## src/sv/sensor_mean_accumulator_core_defines.svh

```systemverilog
// ----------------------------------------------------------------------------
// Sensor mean accumulator assertion macros
// Shared concurrent assertion forms, clocked on clock and disabled in reset.
// ----------------------------------------------------------------------------
`ifndef SENSOR_MEAN_ACCUMULATOR_CORE_DEFINES_SVH
`define SENSOR_MEAN_ACCUMULATOR_CORE_DEFINES_SVH

// Same-cycle implication: when ante holds, cons must hold on the same edge.
`define SMAC_ASSERT_SAME(name, ante, cons) \
   name: assert property (@(posedge clock) disable iff (reset) (ante) |-> (cons)) \
      else $error("smac assertion failed");

// Next-cycle implication: when ante holds, cons must hold on the following edge.
`define SMAC_ASSERT_NEXT(name, ante, cons) \
   name: assert property (@(posedge clock) disable iff (reset) (ante) |=> (cons)) \
      else $error("smac assertion failed");

`endif

```

## src/sv/smac_pkg.sv

```systemverilog
// ----------------------------------------------------------------------------
// Sensor mean accumulator package
// Widths, codes, state and command types and the accumulate helper.
// ----------------------------------------------------------------------------
package smac_pkg;

   // Field widths.
   localparam int unsigned SAMPLE_W   = 10;
   localparam int unsigned CHAN_W     = 4;
   localparam int unsigned WHICH_W    = 3;
   localparam int unsigned VALUE_W    = 16;
   localparam int unsigned COUNT_W    = 16;
   localparam int unsigned SUM_W      = 32;
   localparam int unsigned RSUM_W     = 17;
   localparam int unsigned SCHED_W    = 4;
   localparam int unsigned NUM_ANALOG = 3;
   localparam int unsigned ANALOG_IDX_W = 2;

   // Divider geometry: 48-bit dividend, 24-bit divisor, 16 quotient bits.
   localparam int unsigned DVD_W    = 48;
   localparam int unsigned DVS_W    = 24;
   localparam int unsigned STEP_W   = 4;
   localparam int unsigned MV_SHIFT = 8;
   localparam int unsigned PROD_W   = 41;

   // Stream packing.
   localparam int unsigned REQ_DATA_W = 24;
   localparam int unsigned RSP_DATA_W = 24;

   // Configuration port.
   localparam int unsigned CSR_ADDR_W = 3;
   localparam int unsigned CSR_DATA_W = 32;
   localparam logic        CSR_IDX_TARGET_RAW = 1'b0;

   // Arithmetic constants.
   localparam logic [SUM_W-1:0]    ANALOG_LIMIT = 32'd15617038;
   localparam logic [SUM_W-1:0]    RATIO_LIMIT  = 32'd65534;
   localparam logic [SUM_W-1:0]    ANALOG_MASK  = 32'hFFFF_FFFF;
   localparam logic [SUM_W-1:0]    RATIO_MASK   = 32'h0001_FFFF;
   localparam logic [COUNT_W-1:0]  HALF_COUNT   = 16'h8000;
   localparam logic [8:0]          MV_NUM       = 9'd275;
   localparam logic [SAMPLE_W-1:0] TARGET_RESET = 10'd930;

   // Action codes.
   localparam logic ACTION_SAMPLE = 1'b0;
   localparam logic ACTION_TAKE   = 1'b1;

   // Channel codes.
   localparam logic [CHAN_W-1:0] CHAN_K5       = 4'd0;
   localparam logic [CHAN_W-1:0] CHAN_PEAK     = 4'd2;
   localparam logic [CHAN_W-1:0] CHAN_OUTSIDE  = 4'd3;
   localparam logic [CHAN_W-1:0] CHAN_TANK     = 4'd4;
   localparam logic [CHAN_W-1:0] CHAN_INTERNAL = 4'd8;

   // Schedule positions that name a non-default channel.
   localparam logic [SCHED_W-1:0] POS_INTERNAL = 4'd0;
   localparam logic [SCHED_W-1:0] POS_PEAK     = 4'd4;
   localparam logic [SCHED_W-1:0] POS_OUTSIDE  = 4'd8;
   localparam logic [SCHED_W-1:0] POS_TANK     = 4'd12;

   // Take selector codes.
   typedef enum logic [WHICH_W-1:0] {
      TAKE_K5      = 3'd0,
      TAKE_RATIO   = 3'd1,
      TAKE_OUTSIDE = 3'd2,
      TAKE_TANK    = 3'd3,
      TAKE_PEAK    = 3'd4
   } take_sel_type;

   // Controller states.
   typedef enum logic [2:0] {
      ST_IDLE,
      ST_SAMPLE,
      ST_TAKE,
      ST_DIV_CHECK,
      ST_DIV_RUN,
      ST_FINISH
   } state_type;

   // Commands from controller to datapath.
   typedef struct packed {
      logic capture;
      logic sample;
      logic take;
      logic div_check;
      logic div_step;
      logic out_load;
   } cmd_type;

   // Status from datapath to controller.
   typedef struct packed {
      logic need_div;
      logic div_ovf;
      logic out_free;
   } status_type;

   // One sum/count pair.
   typedef struct packed {
      logic [SUM_W-1:0]   sum;
      logic [COUNT_W-1:0] count;
   } acc_type;

   // Add one value; halve on count wrap, or on an even count over the limit.
   function automatic acc_type accumulate(input logic [SUM_W-1:0] sum,
                                          input logic [COUNT_W-1:0] count,
                                          input logic [SUM_W-1:0] val,
                                          input logic [SUM_W-1:0] limit,
                                          input logic [SUM_W-1:0] mask);
      acc_type r;
      r.sum   = (sum + val) & mask;
      r.count = count + 16'd1;
      if (r.count == '0) begin
         r.sum   = r.sum >> 1;
         r.count = HALF_COUNT;
      end else if (!r.count[0] && (r.sum > limit)) begin
         r.sum   = r.sum >> 1;
         r.count = r.count >> 1;
      end
      return r;
   endfunction

   // Channel scheduled for the next conversion at a schedule position.
   function automatic logic [CHAN_W-1:0] next_channel(input logic [SCHED_W-1:0] pos);
      logic [CHAN_W-1:0] ch;
      case (pos)
         POS_INTERNAL: ch = CHAN_INTERNAL;
         POS_PEAK:     ch = CHAN_PEAK;
         POS_OUTSIDE:  ch = CHAN_OUTSIDE;
         POS_TANK:     ch = CHAN_TANK;
         default:      ch = CHAN_K5;
      endcase
      return ch;
   endfunction

endpackage

```

## src/sv/sensor_mean_accumulator_core.sv

```systemverilog
// ----------------------------------------------------------------------------
// Sensor mean accumulator core
// Accumulates converter samples per channel and answers mean, ratio and peak
// take requests over a stream interface, with an APB-style register port.
// ----------------------------------------------------------------------------
// Usage: each req word is either a sample (req_tuser = 0) or a take request
// (req_tuser = 1). Every accepted word yields exactly one rsp word, in order.
// A sample updates the pulldown flag, the mean and ratio accumulators, the
// peak hold and the conversion schedule; its rsp word carries the next
// channel. A take returns and clears the selected accumulator.
// The block works on one word at a time. A sample passes through the sample
// and finish states. An empty, peak or unknown take goes from the take state
// to finish; a mean or ratio take with samples passes a divide check that
// saturates the quotient or runs the restoring divider, one quotient bit per
// cycle, before finish. rsp_tvalid rises as finish loads the result.
// req_tready is high only when the block is idle, which is from the cycle
// after the result is loaded. A finished rsp word is held in an output
// register, so a new word may be accepted while it waits. If the receiver
// stalls, the next result waits in finish until the output register frees.
// Reset (synchronous, active high) clears all accumulators, the peak, the
// flag and the schedule, and sets target_raw to 930.
// ----------------------------------------------------------------------------
`include "sensor_mean_accumulator_core_defines.svh"

module sensor_mean_accumulator_core (
   input  logic                                clock,
   input  logic                                reset,
   // Request stream.
   input  logic                                req_tvalid,
   output logic                                req_tready,
   input  logic [smac_pkg::REQ_DATA_W-1:0]     req_tdata,  // sample[9:0], sample_channel[13:10], take_which[16:14]
   input  logic                                req_tuser,  // action
   // Response stream.
   output logic                                rsp_tvalid,
   input  logic                                rsp_tready,
   output logic [smac_pkg::RSP_DATA_W-1:0]     rsp_tdata,  // next_channel[3:0], pull_down[4], result_value[20:5]
   output logic                                rsp_tuser,  // result_empty
   // Register port.
   input  logic                                csr_psel,
   input  logic                                csr_penable,
   input  logic                                csr_pwrite,
   input  logic [smac_pkg::CSR_ADDR_W-1:0]     csr_paddr,
   input  logic [smac_pkg::CSR_DATA_W-1:0]     csr_pwdata,
   output logic [smac_pkg::CSR_DATA_W-1:0]     csr_prdata,
   output logic                                csr_pready
);

   logic [smac_pkg::SAMPLE_W-1:0]  target_ff, target_in;
   logic                           csr_wr;
   smac_pkg::cmd_type              cmd;
   smac_pkg::status_type           st;
   logic [smac_pkg::CHAN_W-1:0]    out_next;
   logic                           out_pull;
   logic [smac_pkg::VALUE_W-1:0]   out_value;
   logic                           out_empty;

   // Register port: single register target_raw, decoded at every address with paddr[2] clear.
   assign csr_pready = 1'b1;
   assign csr_wr     = csr_psel && csr_penable && csr_pwrite && csr_pready;

   always_comb begin
      target_in = target_ff;
      if (csr_wr && (csr_paddr[2] == smac_pkg::CSR_IDX_TARGET_RAW)) begin
         target_in = csr_pwdata[smac_pkg::SAMPLE_W-1:0];
      end
   end

   always_ff @(posedge clock) begin
      if (reset) begin
         target_ff <= smac_pkg::TARGET_RESET;
      end else begin
         target_ff <= target_in;
      end
   end

   assign csr_prdata = (csr_paddr[2] == smac_pkg::CSR_IDX_TARGET_RAW) ?
                       {22'd0, target_ff} : '0;

   // Controller.
   smac_ctrl u_ctrl (
      .clock      (clock),
      .reset      (reset),
      .req_valid  (req_tvalid),
      .req_action (req_tuser),
      .st         (st),
      .cmd        (cmd),
      .req_ready  (req_tready)
   );

   // Datapath.
   smac_dp u_dp (
      .clock            (clock),
      .reset            (reset),
      .cmd              (cmd),
      .st               (st),
      .target_raw       (target_ff),
      .in_sample        (req_tdata[9:0]),
      .in_chan          (req_tdata[13:10]),
      .in_which         (req_tdata[16:14]),
      .out_ready        (rsp_tready),
      .out_valid        (rsp_tvalid),
      .out_next_channel (out_next),
      .out_pull_down    (out_pull),
      .out_value        (out_value),
      .out_empty        (out_empty)
   );

   assign rsp_tdata = {3'd0, out_value, out_pull, out_next};
   assign rsp_tuser = out_empty;

   // One word at a time: acceptance closes the request side.
   `SMAC_ASSERT_NEXT(a_one_in_flight, req_tvalid && req_tready, !req_tready)

   // An empty take always reports a zero value.
   `SMAC_ASSERT_SAME(a_empty_zero, rsp_tvalid && rsp_tuser, out_value == '0)

   // A word naming a next channel is a sample result: zero value, never empty.
   `SMAC_ASSERT_SAME(a_sample_result, rsp_tvalid && (out_next != '0),
                     (out_value == '0) && !rsp_tuser)

   // A register write to an address with paddr[2] clear lands in target_raw.
   `SMAC_ASSERT_NEXT(a_csr_write, csr_wr && (csr_paddr[2] == smac_pkg::CSR_IDX_TARGET_RAW),
                     target_ff == $past(csr_pwdata[smac_pkg::SAMPLE_W-1:0]))

endmodule

```

## src/sv/smac_ctrl.sv

```systemverilog
// ----------------------------------------------------------------------------
// Sensor mean accumulator controller
// Sequences one word at a time: sample commit, or take with optional divide.
// ----------------------------------------------------------------------------
module smac_ctrl (
   input  logic                  clock,
   input  logic                  reset,
   input  logic                  req_valid,
   input  logic                  req_action,
   input  smac_pkg::status_type  st,
   output smac_pkg::cmd_type     cmd,
   output logic                  req_ready
);

   smac_pkg::state_type           state_ff, state_in;
   logic [smac_pkg::STEP_W-1:0]   step_ff, step_in;

   // State and divide step counter.
   always_ff @(posedge clock) begin
      if (reset) begin
         state_ff <= smac_pkg::ST_IDLE;
         step_ff  <= '0;
      end else begin
         state_ff <= state_in;
         step_ff  <= step_in;
      end
   end

   // Next state and commands.
   always_comb begin
      state_in  = state_ff;
      step_in   = step_ff;
      cmd       = '0;
      req_ready = 1'b0;
      case (state_ff)
         smac_pkg::ST_IDLE: begin
            req_ready = 1'b1;
            if (req_valid) begin
               cmd.capture = 1'b1;
               state_in    = (req_action == smac_pkg::ACTION_TAKE) ?
                             smac_pkg::ST_TAKE : smac_pkg::ST_SAMPLE;
            end
         end
         smac_pkg::ST_SAMPLE: begin
            cmd.sample = 1'b1;
            state_in   = smac_pkg::ST_FINISH;
         end
         smac_pkg::ST_TAKE: begin
            cmd.take = 1'b1;
            state_in = st.need_div ? smac_pkg::ST_DIV_CHECK : smac_pkg::ST_FINISH;
         end
         smac_pkg::ST_DIV_CHECK: begin
            cmd.div_check = 1'b1;
            step_in       = '0;
            state_in      = st.div_ovf ? smac_pkg::ST_FINISH : smac_pkg::ST_DIV_RUN;
         end
         smac_pkg::ST_DIV_RUN: begin
            cmd.div_step = 1'b1;
            step_in      = step_ff + 1'b1;
            if (step_ff == '1) begin
               state_in = smac_pkg::ST_FINISH;
            end
         end
         smac_pkg::ST_FINISH: begin
            if (st.out_free) begin
               cmd.out_load = 1'b1;
               state_in     = smac_pkg::ST_IDLE;
            end
         end
         default: begin
            state_in = smac_pkg::ST_IDLE;
         end
      endcase
   end

endmodule

```

## src/sv/smac_dp.sv

```systemverilog
// ----------------------------------------------------------------------------
// Sensor mean accumulator datapath
// Accumulators, peak hold, schedule, restoring divider and result register.
// ----------------------------------------------------------------------------
module smac_dp (
   input  logic                                clock,
   input  logic                                reset,
   input  smac_pkg::cmd_type                   cmd,
   output smac_pkg::status_type                st,
   input  logic [smac_pkg::SAMPLE_W-1:0]       target_raw,
   input  logic [smac_pkg::SAMPLE_W-1:0]       in_sample,
   input  logic [smac_pkg::CHAN_W-1:0]         in_chan,
   input  logic [smac_pkg::WHICH_W-1:0]        in_which,
   input  logic                                out_ready,
   output logic                                out_valid,
   output logic [smac_pkg::CHAN_W-1:0]         out_next_channel,
   output logic                                out_pull_down,
   output logic [smac_pkg::VALUE_W-1:0]        out_value,
   output logic                                out_empty
);

   // Latched input word.
   logic [smac_pkg::SAMPLE_W-1:0]  it_sample_ff;
   logic [smac_pkg::CHAN_W-1:0]    it_chan_ff;
   logic [smac_pkg::WHICH_W-1:0]   it_which_ff;

   // Accumulator state.
   logic [smac_pkg::SUM_W-1:0]     sums_ff   [smac_pkg::NUM_ANALOG];
   logic [smac_pkg::SUM_W-1:0]     sums_in   [smac_pkg::NUM_ANALOG];
   logic [smac_pkg::COUNT_W-1:0]   counts_ff [smac_pkg::NUM_ANALOG];
   logic [smac_pkg::COUNT_W-1:0]   counts_in [smac_pkg::NUM_ANALOG];
   logic [smac_pkg::RSUM_W-1:0]    rsum_ff, rsum_in;
   logic [smac_pkg::COUNT_W-1:0]   rcount_ff, rcount_in;
   logic [smac_pkg::SAMPLE_W-1:0]  peak_ff, peak_in;
   logic                           flag_ff, flag_in;
   logic [smac_pkg::SCHED_W-1:0]   pos_ff, pos_in;

   // Result being built.
   logic [smac_pkg::VALUE_W-1:0]   res_value_ff, res_value_in;
   logic                           res_empty_ff, res_empty_in;
   logic [smac_pkg::CHAN_W-1:0]    res_next_ff, res_next_in;

   // Divider.
   logic [smac_pkg::DVD_W-1:0]     x_ff, x_in;
   logic [smac_pkg::DVS_W-1:0]     d_ff, d_in;
   logic [smac_pkg::DVS_W-1:0]     rem_ff, rem_in;

   // Output register.
   logic                           rsp_valid_ff, rsp_valid_in;
   logic [smac_pkg::CHAN_W-1:0]    rsp_next_ff;
   logic                           rsp_pull_ff;
   logic [smac_pkg::VALUE_W-1:0]   rsp_value_ff;
   logic                           rsp_empty_ff;

   // Helpers.
   logic                           analog_hit;
   logic [smac_pkg::ANALOG_IDX_W-1:0] s_idx;
   logic                           take_analog;
   logic [smac_pkg::ANALOG_IDX_W-1:0] t_idx;
   logic [smac_pkg::PROD_W-1:0]    prod;
   logic                           ovf;
   logic [smac_pkg::DVS_W:0]       trial;
   logic                           trial_ge;
   logic                           flag_new;
   smac_pkg::acc_type              acc_a, acc_r;
   logic [smac_pkg::SCHED_W-1:0]   pos_next;

   // Map the sample channel onto an analog accumulator.
   always_comb begin
      analog_hit = 1'b1;
      s_idx      = '0;
      case (it_chan_ff)
         smac_pkg::CHAN_K5:      s_idx = 2'd0;
         smac_pkg::CHAN_OUTSIDE: s_idx = 2'd1;
         smac_pkg::CHAN_TANK:    s_idx = 2'd2;
         default:                analog_hit = 1'b0;
      endcase
   end

   // Map the take selector onto an analog accumulator.
   always_comb begin
      take_analog = 1'b1;
      t_idx       = '0;
      case (smac_pkg::take_sel_type'(it_which_ff))
         smac_pkg::TAKE_K5:      t_idx = 2'd0;
         smac_pkg::TAKE_OUTSIDE: t_idx = 2'd1;
         smac_pkg::TAKE_TANK:    t_idx = 2'd2;
         default:                take_analog = 1'b0;
      endcase
   end

   // Sample commit arithmetic.
   assign flag_new = (it_chan_ff == smac_pkg::CHAN_K5) ? (it_sample_ff > target_raw) : flag_ff;
   assign acc_a = smac_pkg::accumulate(sums_ff[s_idx], counts_ff[s_idx],
                                       {22'd0, it_sample_ff},
                                       smac_pkg::ANALOG_LIMIT, smac_pkg::ANALOG_MASK);
   assign acc_r = smac_pkg::accumulate({15'd0, rsum_ff}, rcount_ff, {31'd0, flag_new},
                                       smac_pkg::RATIO_LIMIT, smac_pkg::RATIO_MASK);
   assign pos_next = pos_ff + 1'b1;

   // Mean numerator: sum times the millivolt scale.
   assign prod = smac_pkg::PROD_W'(sums_ff[t_idx]) * smac_pkg::PROD_W'(smac_pkg::MV_NUM);

   // Quotient overflows 16 bits when the dividend's upper part reaches the divisor.
   assign ovf = x_ff[smac_pkg::DVD_W-1:smac_pkg::VALUE_W] >= {8'd0, d_ff};

   // One restoring step: bring down the next dividend bit.
   assign trial    = {rem_ff, x_ff[smac_pkg::VALUE_W-1]};
   assign trial_ge = trial >= {1'b0, d_ff};

   // Status to the controller.
   always_comb begin
      st.need_div = 1'b0;
      if (take_analog) begin
         st.need_div = (counts_ff[t_idx] != '0);
      end else if (smac_pkg::take_sel_type'(it_which_ff) == smac_pkg::TAKE_RATIO) begin
         st.need_div = (rcount_ff != '0);
      end
      st.div_ovf  = ovf;
      st.out_free = !rsp_valid_ff || out_ready;
   end

   // Next-state logic of the datapath registers.
   always_comb begin
      for (int i = 0; i < smac_pkg::NUM_ANALOG; i++) begin
         sums_in[i]   = sums_ff[i];
         counts_in[i] = counts_ff[i];
      end
      rsum_in      = rsum_ff;
      rcount_in    = rcount_ff;
      peak_in      = peak_ff;
      flag_in      = flag_ff;
      pos_in       = pos_ff;
      res_value_in = res_value_ff;
      res_empty_in = res_empty_ff;
      res_next_in  = res_next_ff;
      x_in         = x_ff;
      d_in         = d_ff;
      rem_in       = rem_ff;

      if (cmd.sample) begin
         flag_in = flag_new;
         if (analog_hit) begin
            sums_in[s_idx]   = acc_a.sum;
            counts_in[s_idx] = acc_a.count;
         end
         if ((it_chan_ff == smac_pkg::CHAN_PEAK) && (it_sample_ff > peak_ff)) begin
            peak_in = it_sample_ff;
         end
         rsum_in      = acc_r.sum[smac_pkg::RSUM_W-1:0];
         rcount_in    = acc_r.count;
         pos_in       = pos_next;
         res_next_in  = smac_pkg::next_channel(pos_next);
         res_value_in = '0;
         res_empty_in = 1'b0;
      end

      // Take: read and clear the selected store, set up the divider.
      if (cmd.take) begin
         res_next_in  = '0;
         res_value_in = '0;
         res_empty_in = 1'b0;
         if (take_analog) begin
            res_empty_in     = (counts_ff[t_idx] == '0);
            x_in             = {7'd0, prod};
            d_in             = {counts_ff[t_idx], 8'd0};
            sums_in[t_idx]   = '0;
            counts_in[t_idx] = '0;
         end else begin
            case (smac_pkg::take_sel_type'(it_which_ff))
               smac_pkg::TAKE_RATIO: begin
                  res_empty_in = (rcount_ff == '0);
                  x_in         = {15'd0, rsum_ff, 16'd0};
                  d_in         = {8'd0, rcount_ff};
                  rsum_in      = '0;
                  rcount_in    = '0;
               end
               smac_pkg::TAKE_PEAK: begin
                  res_value_in = {6'd0, peak_ff};
                  peak_in      = '0;
               end
               default: begin
                  res_value_in = '0;
               end
            endcase
         end
      end

      // Overflow saturates; otherwise seed the partial remainder.
      if (cmd.div_check) begin
         if (ovf) begin
            res_value_in = '1;
         end else begin
            rem_in = x_ff[smac_pkg::DVS_W+smac_pkg::VALUE_W-1:smac_pkg::VALUE_W];
         end
      end

      // Shift in one quotient bit per cycle.
      if (cmd.div_step) begin
         rem_in       = trial_ge ? smac_pkg::DVS_W'(trial - {1'b0, d_ff}) :
                                   trial[smac_pkg::DVS_W-1:0];
         res_value_in = {res_value_ff[smac_pkg::VALUE_W-2:0], trial_ge};
         x_in         = {x_ff[smac_pkg::DVD_W-1:smac_pkg::VALUE_W],
                         x_ff[smac_pkg::VALUE_W-2:0], 1'b0};
      end
   end

   // Output valid: set on load, cleared when the word is taken.
   always_comb begin
      rsp_valid_in = rsp_valid_ff;
      if (rsp_valid_ff && out_ready) begin
         rsp_valid_in = 1'b0;
      end
      if (cmd.out_load) begin
         rsp_valid_in = 1'b1;
      end
   end

   // Architectural state with reset.
   always_ff @(posedge clock) begin
      if (reset) begin
         for (int i = 0; i < smac_pkg::NUM_ANALOG; i++) begin
            sums_ff[i]   <= '0;
            counts_ff[i] <= '0;
         end
         rsum_ff      <= '0;
         rcount_ff    <= '0;
         peak_ff      <= '0;
         flag_ff      <= 1'b0;
         pos_ff       <= '0;
         rsp_valid_ff <= 1'b0;
      end else begin
         for (int i = 0; i < smac_pkg::NUM_ANALOG; i++) begin
            sums_ff[i]   <= sums_in[i];
            counts_ff[i] <= counts_in[i];
         end
         rsum_ff      <= rsum_in;
         rcount_ff    <= rcount_in;
         peak_ff      <= peak_in;
         flag_ff      <= flag_in;
         pos_ff       <= pos_in;
         rsp_valid_ff <= rsp_valid_in;
      end
   end

   // Payload registers.
   always_ff @(posedge clock) begin
      if (cmd.capture) begin
         it_sample_ff <= in_sample;
         it_chan_ff   <= in_chan;
         it_which_ff  <= in_which;
      end
      res_value_ff <= res_value_in;
      res_empty_ff <= res_empty_in;
      res_next_ff  <= res_next_in;
      x_ff         <= x_in;
      d_ff         <= d_in;
      rem_ff       <= rem_in;
      if (cmd.out_load) begin
         rsp_next_ff  <= res_next_ff;
         rsp_pull_ff  <= flag_ff;
         rsp_value_ff <= res_value_ff;
         rsp_empty_ff <= res_empty_ff;
      end
   end

   assign out_valid        = rsp_valid_ff;
   assign out_next_channel = rsp_next_ff;
   assign out_pull_down    = rsp_pull_ff;
   assign out_value        = rsp_value_ff;
   assign out_empty        = rsp_empty_ff;

endmodule
```

## config.mk

```make
export PLATFORM = sky130hd
export DESIGN_NAME = sensor_mean_accumulator_core
export DESIGN_NICKNAME = d
export VERILOG_FILES = /design/src/sv/smac_pkg.sv /design/src/sv/sensor_mean_accumulator_core.sv /design/src/sv/smac_ctrl.sv /design/src/sv/smac_dp.sv
export VERILOG_INCLUDE_DIRS = /design/src /design/src/sv
export SDC_FILE = /design/constraint.sdc
export NUM_CORES = 1
export LEC_CHECK = 0
export BUFFER_PORTS_ARGS = -buffer_cell sky130_fd_sc_hd__buf_2
export CAP_MARGIN = 15
export CORE_UTILIZATION = 30
export CTS_BUF_LIST = sky130_fd_sc_hd__clkbuf_8 sky130_fd_sc_hd__clkbuf_16
export CTS_CLUSTER_SIZE = 16
export DETAILED_ROUTE_END_ITERATION = 10
export PLACE_DENSITY = 0.5
export SETUP_SLACK_MARGIN = 0.3
export SLEW_MARGIN = 25
export SYNTH_ARGS = -nofsm -noshare
export SYNTH_HDL_FRONTEND = slang
export SYNTH_SLANG_ARGS = --single-unit
```

## constraint.sdc

```tcl
create_clock -name clock -period 8.85 [get_ports clock]
set_input_delay 1.77 -clock clock [delete_from_list [all_inputs] [get_ports clock]]
set_output_delay 1.77 -clock clock [all_outputs]
set_load 0.05 [all_outputs]
```

==> metrics.cfg, run 1 <==
[outcome]
run_status=finished, final reports clean

[timing]
finalCritPeriodShare_pct=81.2
max_freq_mhz=139
finClkSkew_ns=0.0213
max-slew-margin-rel_pct=24.2
finalSetupViolCount=0
hold_viol_final=0
period_needed_ns=7.19
tightest_slew_ns=1.13
rsz0062_at_grt=no
maxSlewViolCount=0
setup_ws_ns=1.66
holdWs_ns=0.435
setup_tns_ns=0

[final_layout]
layout.nets=3321
fin_util_pct=34.1
drive_gt1_share_pct=8.99
antenna_cells=0
area_growth_pct=11.7

[logic_synthesis]
synth_ff_type=dfxtp_1
yosysUniqueCellTypes=102
yosys_warnings=0
synth-edff-count=128
netlist_area_um2=25600
synthTopCellsByCount=387 x nand2_1, 280 x nor2_1, 231 x dfxtp_1
synthArstFlopShare_pct=0
ys_top_cells_by_area=dfxtp_1 18%, edfxtp_1 15%, ha_1 11%
yosysMostFrequentCell=nand2_1
synth-seq-area-share_pct=33.0
synth_area_per_cell_um2=8.70
synth_cells=2948
yosysTopAreaCell=dfxtp_1
netlist.area_leader.share_pct=18.0
synth_seq_cells=359

[critical_path]
worst_ep_arrival_time_ns=7.66
crit_type=flop to flop
critPathLaunchType=flop
crit_required_ns=9.32
end_kind=flop
critPathMaxFanout=20
rrSetupSlack_ns=1.66

[global_routing]
grt_pass1_vias=20300
grt_pass1_wl_um=119000
grt_use_total_pct=17.5
grt_max_degree=69
gr-total-overflow=0
antenna_found_initial=0

[power]
p_int_mw=3.31
pwr-share-comb_pct=23.7
p_sw_mw=1.62
power.density_nw_per_um2=172
pwr-share-seq_pct=39.6
switching_share_pct=32.9
p_clk_share_pct=36.7
leakage_nw=11.8
vdd_drop_max_mv=0.111

[clock_tree]
cts_post_setup_buffers_inserted=0
cts.sinks=359
clockBufferDepth=3
h-tree-depth=2
cts-root-buf=clkbuf_16
cts_hold_buf=0
post_cts_resized=0
clock_latency_ns=0.58
clkTransAtPathRegs_ns=0.06
cts_buffers=44
tritoncts=built

[floorplan]
placementRows=106
dieArea_um2=86600
die_x_um=294
io_pins=127
start_util_pct=30.5
die_h_um=294
core-area_um2=84100

[place]
gp_congestion=0.881
dp_slack_ns=1.75
numPortBuffers=69
place_hpwl_um=55700

[detailed_routing]
route.vias.total=21200
first_pass_iters=7
antenna_left=0
drcViolationCount=0
finalWirelength_um=76600
first_iter_violations=1393
wl_per_cell_um=18.5
vias_per_cell=5.11

[run]
cap_viol_max_count=0

[worst_hold_path]
hold_class=flop to flop

## logic make-up (layout without fill, tap and decap cells)
| logic type | after synthesis | count (layout) | synth area share [%] |
|---|---|---|---|
| XOR/XNOR | 109 | 109 | 3.75 |
| multiplexers | 133 | 133 | 5.30 |
| other | 2 | 26 | 0.0293 |
| AND/OR/NAND/NOR | 1001 | 1001 | 18.2 |
| buffers and inverters | 309 | 342 | 5.20 |
| adder cells (fa/ha/maj) | 282 | 282 | 15.4 |
| AO/OA/AOI/OAI | 753 | 753 | 19.1 |
| flip-flops | 359 | 359 | 33.0 |
## power groups by stage
stage,Combinational [mW],Clock [mW],Sequential (mW)
floorplan,0.860,0,1.95
global placement,1.17,0,1.99
detailed placement,1.17,0,1.99
CTS,1.17,1.86,1.95
global route,1.30,1.92,1.97
finish,1.17,1.81,1.95
## state kept, by name (all words and copies together), names as in the netlist, 10 cells and up
signal	cells
u_dp.rcount_ff	16
u_dp.x_ff	41
u_dp.rem_ff	24
target_ff	10
u_dp.rsum_ff	17
u_dp.counts_ff	48
u_dp.it_sample_ff	10
u_dp.d_ff	24
u_dp.out_value	16
u_dp.peak_ff	10
u_dp.sums_ff	96
u_dp.res_value_ff	16
## layout by cell type, fill, tap and decap left out, drive strengths merged, types with 56 or more instances in the layout
cell type	synthesis	final
buf	65	131
mux2i	111	111
fa	56	56
ha	226	226
dfxtp	231	231
clkbuf	112	59
xnor2	63	63
edfxtp	128	128
nand2	388	388
o21ai	175	175
nor2	280	280
a211oi	57	57
a21oi	220	220
inv	132	143
## layer usage
layer / up-vias / share of wire [%] / GRT usage, %
li1: 10600 / - / -
met1: 10100 / 50 / 25.0
met2: 408 / 44 / 27.9
met3: 78 / 4.1 / 2.33
met4: 0 / 1.9 / 4.08
met5: - / 0 / 0
## worst paths after layout
| check | startpoint | endpoint | cells past startpoint |
|---|---|---|---|
| hold reg to reg | u_dp.res_value_ff[15] | u_dp.out_value[15] | 0 |
| setup / recovery | u_dp.it_chan_ff[1] | u_dp.sums_ff[0][18] | 18 |
| hold / removal | u_dp.res_value_ff[15] | u_dp.out_value[15] | 0 |
| setup reg to reg | u_dp.it_chan_ff[1] | u_dp.sums_ff[0][18] | 18 |
## stage by stage
| step | area (um^2) | power [mW] | instances |
|---|---|---|---|
| 6_report | 28600 | 4.93 | 4139 |
| 5_1_grt | 28600 | 5.18 | 4139 |
| 4_1_cts | 28600 | 4.98 | 4139 |
| 3_5_place_dp | 27200 | 3.16 | 4060 |
| 3_3_place_gp | 27200 | 3.16 | 4060 |
| 2_1_floorplan | 25700 | 2.81 | 2972 |
## layout make-up
| type | count | area, um^2 |
|---|---|---|
| Inverter | 132 | 495 |
| Clock buffer | 59 | 1330 |
| Tap cell | 1134 | 1420 |
| Timing Repair Buffer | 131 | 823 |
| Multi-Input combinational cell | 2304 | 16000 |
| Sequential cell | 359 | 8470 |
| Clock inverter | 20 | 118 |
| Fill cell | 8810 | 55400 |
## critical path, stage by stage, from the launching register on
cell       delay [ns]
edfxtp_1         0.74
or4b_1           0.70
nand2_2          0.36
nor2_1           0.07
nor2_1           0.20
ha_1             0.28
a211oi_1         0.43
o211ai_1         0.29
a211oi_2         0.62
nand4b_1         0.47
o221ai_1         0.24
or2_1            0.32
a2111oi_0        0.38
o31ai_1          0.29
a211oi_4         0.57
buf_4            0.44
mux2i_1          0.34
nand2_1          0.10
o221a_1          0.23
(Power assumes the default switching activity.)
==> run 2: changes to the inputs <==
- clock period: 8.85 -> 7.35 ns (I/O delays scaled with it)
==> metrics.cfg, run 2 (synthesized netlist as in run 1, its figures left out) <==
[timing]
tightest_slew_ns=0.977  ; -0.149 ns
rsz0062_at_grt=no
finalSetupViolCount=0  ; unchanged
setup_ws_ns=0.897  ; -0.762 ns
maxSlewViolCount=0  ; unchanged
finalCritPeriodShare_pct=87.8  ; +6.5 points
max_freq_mhz=155  ; +11%
hold_viol_final=0  ; unchanged
period_needed_ns=6.45  ; -0.738 ns
max-slew-margin-rel_pct=34.2  ; +10 points
setup_tns_ns=0  ; unchanged
finClkSkew_ns=0.0172  ; -0.00408 ns

[final_layout]
layout.nets=3344  ; +0.69%
area_growth_pct=13.1
top_regs=u_dp.sums_ff (96), u_dp.counts_ff (48), u_dp.x_ff (41)
n_fill_cell=8766  ; -0.50%
drive_gt1_share_pct=9.96  ; +0.98 points
top_register=u_dp.sums_ff
antenna_cells=0  ; unchanged
final_cells=4166  ; +0.65%
largest_register_ffs=96  ; unchanged
layout_common_cells=386 x nand2_1, 278 x nor2_1, 231 x dfxtp_1, 226 x ha_1, 216 x a21oi_1
mostFrequentLayoutCell=nand2_1
fin_area_um2=29000  ; +1.3%

[detailed_routing]
route.vias.total=21400  ; +1.0%
first_iter_violations=1416  ; +1.7%
drcViolationCount=0  ; unchanged
antenna_left=0  ; unchanged
vias_per_cell=5.13  ; +0.36%
first_pass_iters=5  ; -2
finalWirelength_um=77800  ; +1.6%
wl_per_cell_um=18.7  ; +0.94%

[critical_path]
cpPeakStageDelay_ns=0.72  ; -0.02 ns
critPathLaunchType=flop
ff2ff_path_depth=18  ; unchanged
end_kind=flop
crit_type=flop to flop
critPathMaxFanout=21  ; +5.0%
cp_cell_sequence=or4b_1 -> nand2_2 -> nor2_1 -> nor2_1 -> ha_1 -> fa_1 -> a21oi_1 -> o211ai_1 -> a311o_1 -> nand4_1 -> nor4_2 -> mux2_2 -> and3_1 -> a41oi_4 -> a211o_2 -> mux2i_1 -> nor2_1 -> a2111oi_1
worst_ep_arrival_time_ns=6.92  ; -0.74 ns
crit_required_ns=7.82  ; -1.50 ns
crit_top_cell=nor2_1
critPathSlowestCell=or4b_1

[clock_tree]
cts_buffers=45  ; +2.3%
cts.sinks=359  ; unchanged
cts_post_setup_buffers_inserted=0  ; unchanged
clockBufferDepth=3  ; unchanged
h-tree-depth=2  ; unchanged
clkTransAtPathRegs_ns=0.06  ; about the same
cts_hold_buf=0  ; unchanged
clock_latency_ns=0.58  ; about the same
post_cts_resized=0  ; unchanged
cts-root-buf=clkbuf_16
tritoncts=built

[floorplan]
die_x_um=294  ; unchanged
io_pins=127  ; unchanged
start_util_pct=30.5  ; unchanged
placementRows=106  ; unchanged
die_h_um=294  ; unchanged
dieArea_um2=86600  ; unchanged
core-area_um2=84100  ; unchanged

[power]
power.density_nw_per_um2=215  ; +25%
leakage_nw=12.0  ; +1.7%
vdd_drop_max_mv=0.145  ; +30%

[place]
place_hpwl_um=56500  ; +1.4%
gp_congestion=0.822  ; -6.6%
numPortBuffers=69  ; unchanged
dp_cells=4082  ; +0.54%
placed_cell_area_um2=27400  ; +0.66%
dp_slack_ns=0.945  ; -0.803 ns

[worst_hold_path]
hold_class=flop to flop
holdPathStages=0  ; unchanged

[global_routing]
grt_max_degree=68  ; -1.4%
grt_pass1_vias=20500  ; +0.74%
grt_pass1_wl_um=121000  ; +1.6%
gr-total-overflow=0  ; unchanged
grt.busiest_layer=met2
use_met2_pct=28.2  ; +0.37 points
grt.met1_usage_pct=25.4  ; +0.40 points
grt_use_total_pct=17.8  ; +0.29 points
antenna_found_initial=0  ; unchanged
met3_usage_pct=2.53  ; +0.20 points

[outcome]
run_status=finished, final reports clean

[run]
cap_viol_max_count=0  ; unchanged

## run 2: cell count changes in the layout (fill, tap and decap cells not counted), sizes merged
cell      before  now
bufinv         1    7
clkinv         6   10
clkinvlp       2    1
inv          143  144
clkbuf        59   54
buf          131  153
## run 2: cell type report
class,count,area [um^2],area share (%)
Multi-Input combinational cell,2304,16000,55.1
Tap cell,1134,1420,4.89
Timing Repair Buffer,153,1000,3.45
Clock buffer,54,1290,4.47
Sequential cell,359,8470,29.2
Inverter,132,495,1.71
Clock inverter,30,332,1.14
## run 2: where the power goes
group          switching, mW  leakage [nW]  internal [mW]  total (mW)
clock                  0.942         0.835           1.50        2.44
combinational          0.982          8.08          0.475        1.46
sequential            0.0977          3.07           2.23        2.32
## run 2: routing by layer
layer  wire length, um  part of all wire (%)  vias up
li1                  -                     -    10700
met1             38300                    49    10200
met2             34600                    44      391
met3              3360                   4.3       83
met4              1580                   2.0        0
met5                 0                     0        -
## run 2: final timing paths
check | startpoint | endpoint | slack, ns
worst max-delay path | u_dp.it_chan_ff[3] | u_dp.sums_ff[1][15] | 0.90
worst min-delay path | u_dp.res_next_ff[0] | u_dp.out_next_channel[0] | 0.44
worst max register to register | u_dp.it_chan_ff[3] | u_dp.sums_ff[1][15] | 0.90
worst min register to register | u_dp.res_next_ff[0] | u_dp.out_next_channel[0] | 0.44
## run 2: stage by stage
| stage | utilization, % | hold WS [ns] | power (mW) |
|---|---|---|---|
| floorplan | - | 0.400 | 3.38 |
| global placement | 32.5 | 0.420 | 3.81 |
| detailed placement | 32.6 | 0.422 | 3.82 |
| CTS | 34.5 | 0.438 | 6.29 |
| global route | 34.5 | 0.452 | 6.52 |
| finish | 34.5 | 0.439 | 6.22 |
## run 2: critical path: cells and delay by family, from the launching register on
kind / cells / cell delay (ns)
AO/OA/AOI/OAI: 6 / 2.16
adder cells (fa/ha/maj): 2 / 0.48
AND/OR/NAND/NOR: 8 / 2.48
multiplexers: 2 / 0.79
flip-flops: 1 / 0.42
==> run 3: changes to the inputs <==
- PLACE_DENSITY: 0.5 -> 0.57
==> metrics.cfg, run 3 (synthesized netlist as in run 1, its figures left out) <==
[outcome]
run_status=finished, final reports clean

[floorplan]
die_h_um=294  ; unchanged
die_x_um=294  ; unchanged
start_util_pct=30.5  ; unchanged
dieArea_um2=86600  ; unchanged
placementRows=106  ; unchanged
io_pins=127  ; unchanged
core-area_um2=84100  ; unchanged

[place]
dp_slack_ns=0.886  ; -0.0592 ns
placed_cell_area_um2=27400  ; about the same
place_hpwl_um=53600  ; -5.1%
numPortBuffers=69  ; unchanged
gp_congestion=0.881  ; +7.2%

[worst_hold_path]
hold_class=flop to flop

[clock_tree]
h-tree-depth=2  ; unchanged
cts_hold_buf=0  ; unchanged
clockBufferDepth=3  ; unchanged
clock_latency_ns=0.59  ; about the same
cts_post_setup_buffers_inserted=0  ; unchanged
cts-root-buf=clkbuf_16
tritoncts=built
clkTransAtPathRegs_ns=0.06  ; about the same
cts.sinks=359  ; unchanged
post_cts_resized=0  ; unchanged
cts_buffers=43  ; -4.4%

[critical_path]
crit_type=flop to flop
ff2ff_path_depth=20  ; +2
startpoint=u_dp.it_which_ff[2]
end_kind=flop
rrSetupSlack_ns=0.79  ; -0.11 ns
critPathLaunchType=flop
r2r-end=u_dp.x_ff[39]
worst_ep_arrival_time_ns=7.00  ; +0.08 ns
cpPeakStageDelay_ns=0.90  ; +0.18 ns
critPathMaxFanout=37  ; +76%
crit_path_end=u_dp.x_ff[39]
crit_required_ns=7.79  ; -0.03 ns
critPathSlowestCell=o21ai_0
r2r_start=u_dp.it_which_ff[2]
cp_cell_sequence=inv_1 -> nand2_2 -> o21ai_0 -> ha_1 -> ha_1 -> fa_1 -> fa_1 -> ha_1 -> inv_1 -> or3_1 -> nor3_1 -> nand3_1 -> o221ai_1 -> o21ai_0 -> a21oi_1 -> o2111ai_1 -> nand3_1 -> nand3_1 -> o21ai_0 -> mux2i_1

[detailed_routing]
finalWirelength_um=74300  ; -4.5%
first_pass_iters=7  ; +2
drcViolationCount=0  ; unchanged
vias_per_cell=5.19  ; +1.2%
route.vias.total=21600  ; +1.1%
first_iter_violations=1527  ; +7.8%
antenna_left=0  ; unchanged
wl_per_cell_um=17.9  ; -4.4%

[power]
pwr-share-seq_pct=38.6  ; +1.2 points
power.density_nw_per_um2=209  ; -2.6%
p_int_mw=4.06  ; -3.4%
p_clk_share_pct=37.4  ; -1.8 points
leakage_nw=11.9  ; -0.56%
vdd_drop_max_mv=0.122  ; -16%
pwr-share-comb_pct=24.0  ; +0.6 points
p_sw_mw=1.97  ; -2.6%
switching_share_pct=32.7  ; +0.19 points

[timing]
setup_tns_ns=0  ; unchanged
finClkSkew_ns=0.0254  ; +0.00821 ns
finalSetupViolCount=0  ; unchanged
finalCritPeriodShare_pct=89.3  ; +1.5 points
rsz0062_at_grt=no
max-slew-margin-rel_pct=28.9  ; -5.3 points
period_needed_ns=6.56  ; +0.110 ns
holdWs_ns=0.431  ; -0.00825 ns
max_freq_mhz=152  ; -1.7%
tightest_slew_ns=1.06  ; +0.0814 ns
maxSlewViolCount=0  ; unchanged
hold_viol_final=0  ; unchanged
setup_ws_ns=0.787  ; -0.110 ns

[final_layout]
top_regs=u_dp.sums_ff (96), u_dp.counts_ff (48), u_dp.x_ff (41)
layout.nets=3340  ; -0.12%
fin_area_um2=28800  ; -0.60%
area_growth_pct=12.5
largest_register_ffs=96  ; unchanged
drive_gt1_share_pct=9.42  ; -0.54 points
layout_common_cells=386 x nand2_1, 278 x nor2_1, 231 x dfxtp_1, 226 x ha_1, 216 x a21oi_1
antenna_cells=0  ; unchanged
mostFrequentLayoutCell=nand2_1
top_register=u_dp.sums_ff

[global_routing]
antenna_found_initial=0  ; unchanged
gr-total-overflow=0  ; unchanged
grt_pass1_wl_um=116000  ; -4.6%
grt_use_total_pct=16.9  ; -0.93 points
grt_max_degree=68  ; unchanged
grt_pass1_vias=20100  ; -1.7%

[run]
cap_viol_max_count=0  ; unchanged

run 3: worst max-delay path: cells and delay by family (launching register included):
kind            cells  cell delay (ns)
fa+ha+maj           5             2.04
mux                 1             0.22
buf+inv             2             0.25
flops               1             0.40
compound gates      6             2.08
simple gates        6             1.40
run 3: worst min-delay path by stage:
stage | from | end | slack (ns) | cells after the start
3_3_place_gp | u_dp.res_next_ff[1] | u_dp.out_next_channel[1] | 0.42 | 0
3_5_place_dp | u_dp.res_next_ff[1] | u_dp.out_next_channel[1] | 0.42 | 0
4_1_cts | u_dp.res_next_ff[1] | u_dp.out_next_channel[1] | 0.43 | 0
2_1_floorplan | u_dp.res_empty_ff | u_dp.out_empty | 0.40 | 0
5_1_grt | u_dp.res_next_ff[0] | u_dp.out_next_channel[0] | 0.44 | 0
6_report | u_dp.res_next_ff[1] | u_dp.out_next_channel[1] | 0.43 | 0
run 3: metrics by stage:
step                      utilization [%]  power [mW]  std cells
final                                34.3        6.03       4159
after global routing                 34.3        6.31       4159
after CTS                            34.3        6.07       4159
after detailed placement             32.5        3.80       4080
after global placement               32.5        3.79       4080
after floorplan                         -        3.38       2972
run 3: cell type report:
class                           count  area [um^2]
Fill cell                        8760        55300
Multi-Input combinational cell   2304        16000
Sequential cell                   359         8470
Tap cell                         1134         1420
Clock buffer                       46         1130
Timing Repair Buffer              151          986
Inverter                          132          495
Clock inverter                     33          344
run 3: power by group through the flow:
stage | registers (mW) | clock network, mW | logic [mW]
2_1_floorplan | 2.35 | 0 | 1.04
4_1_cts | 2.32 | 2.31 | 1.44
3_5_place_dp | 2.37 | 0 | 1.43
6_report | 2.32 | 2.26 | 1.45
3_3_place_gp | 2.36 | 0 | 1.42
5_1_grt | 2.34 | 2.38 | 1.59
run 3: layer usage:
metal	up-vias	wire (um)	GRT usage (%)
met3	120	3900	2.22
li1	10700	-	-
met5	-	0	0
met4	0	2240	5.34
met2	555	33200	27.2
met1	10300	35000	23.3
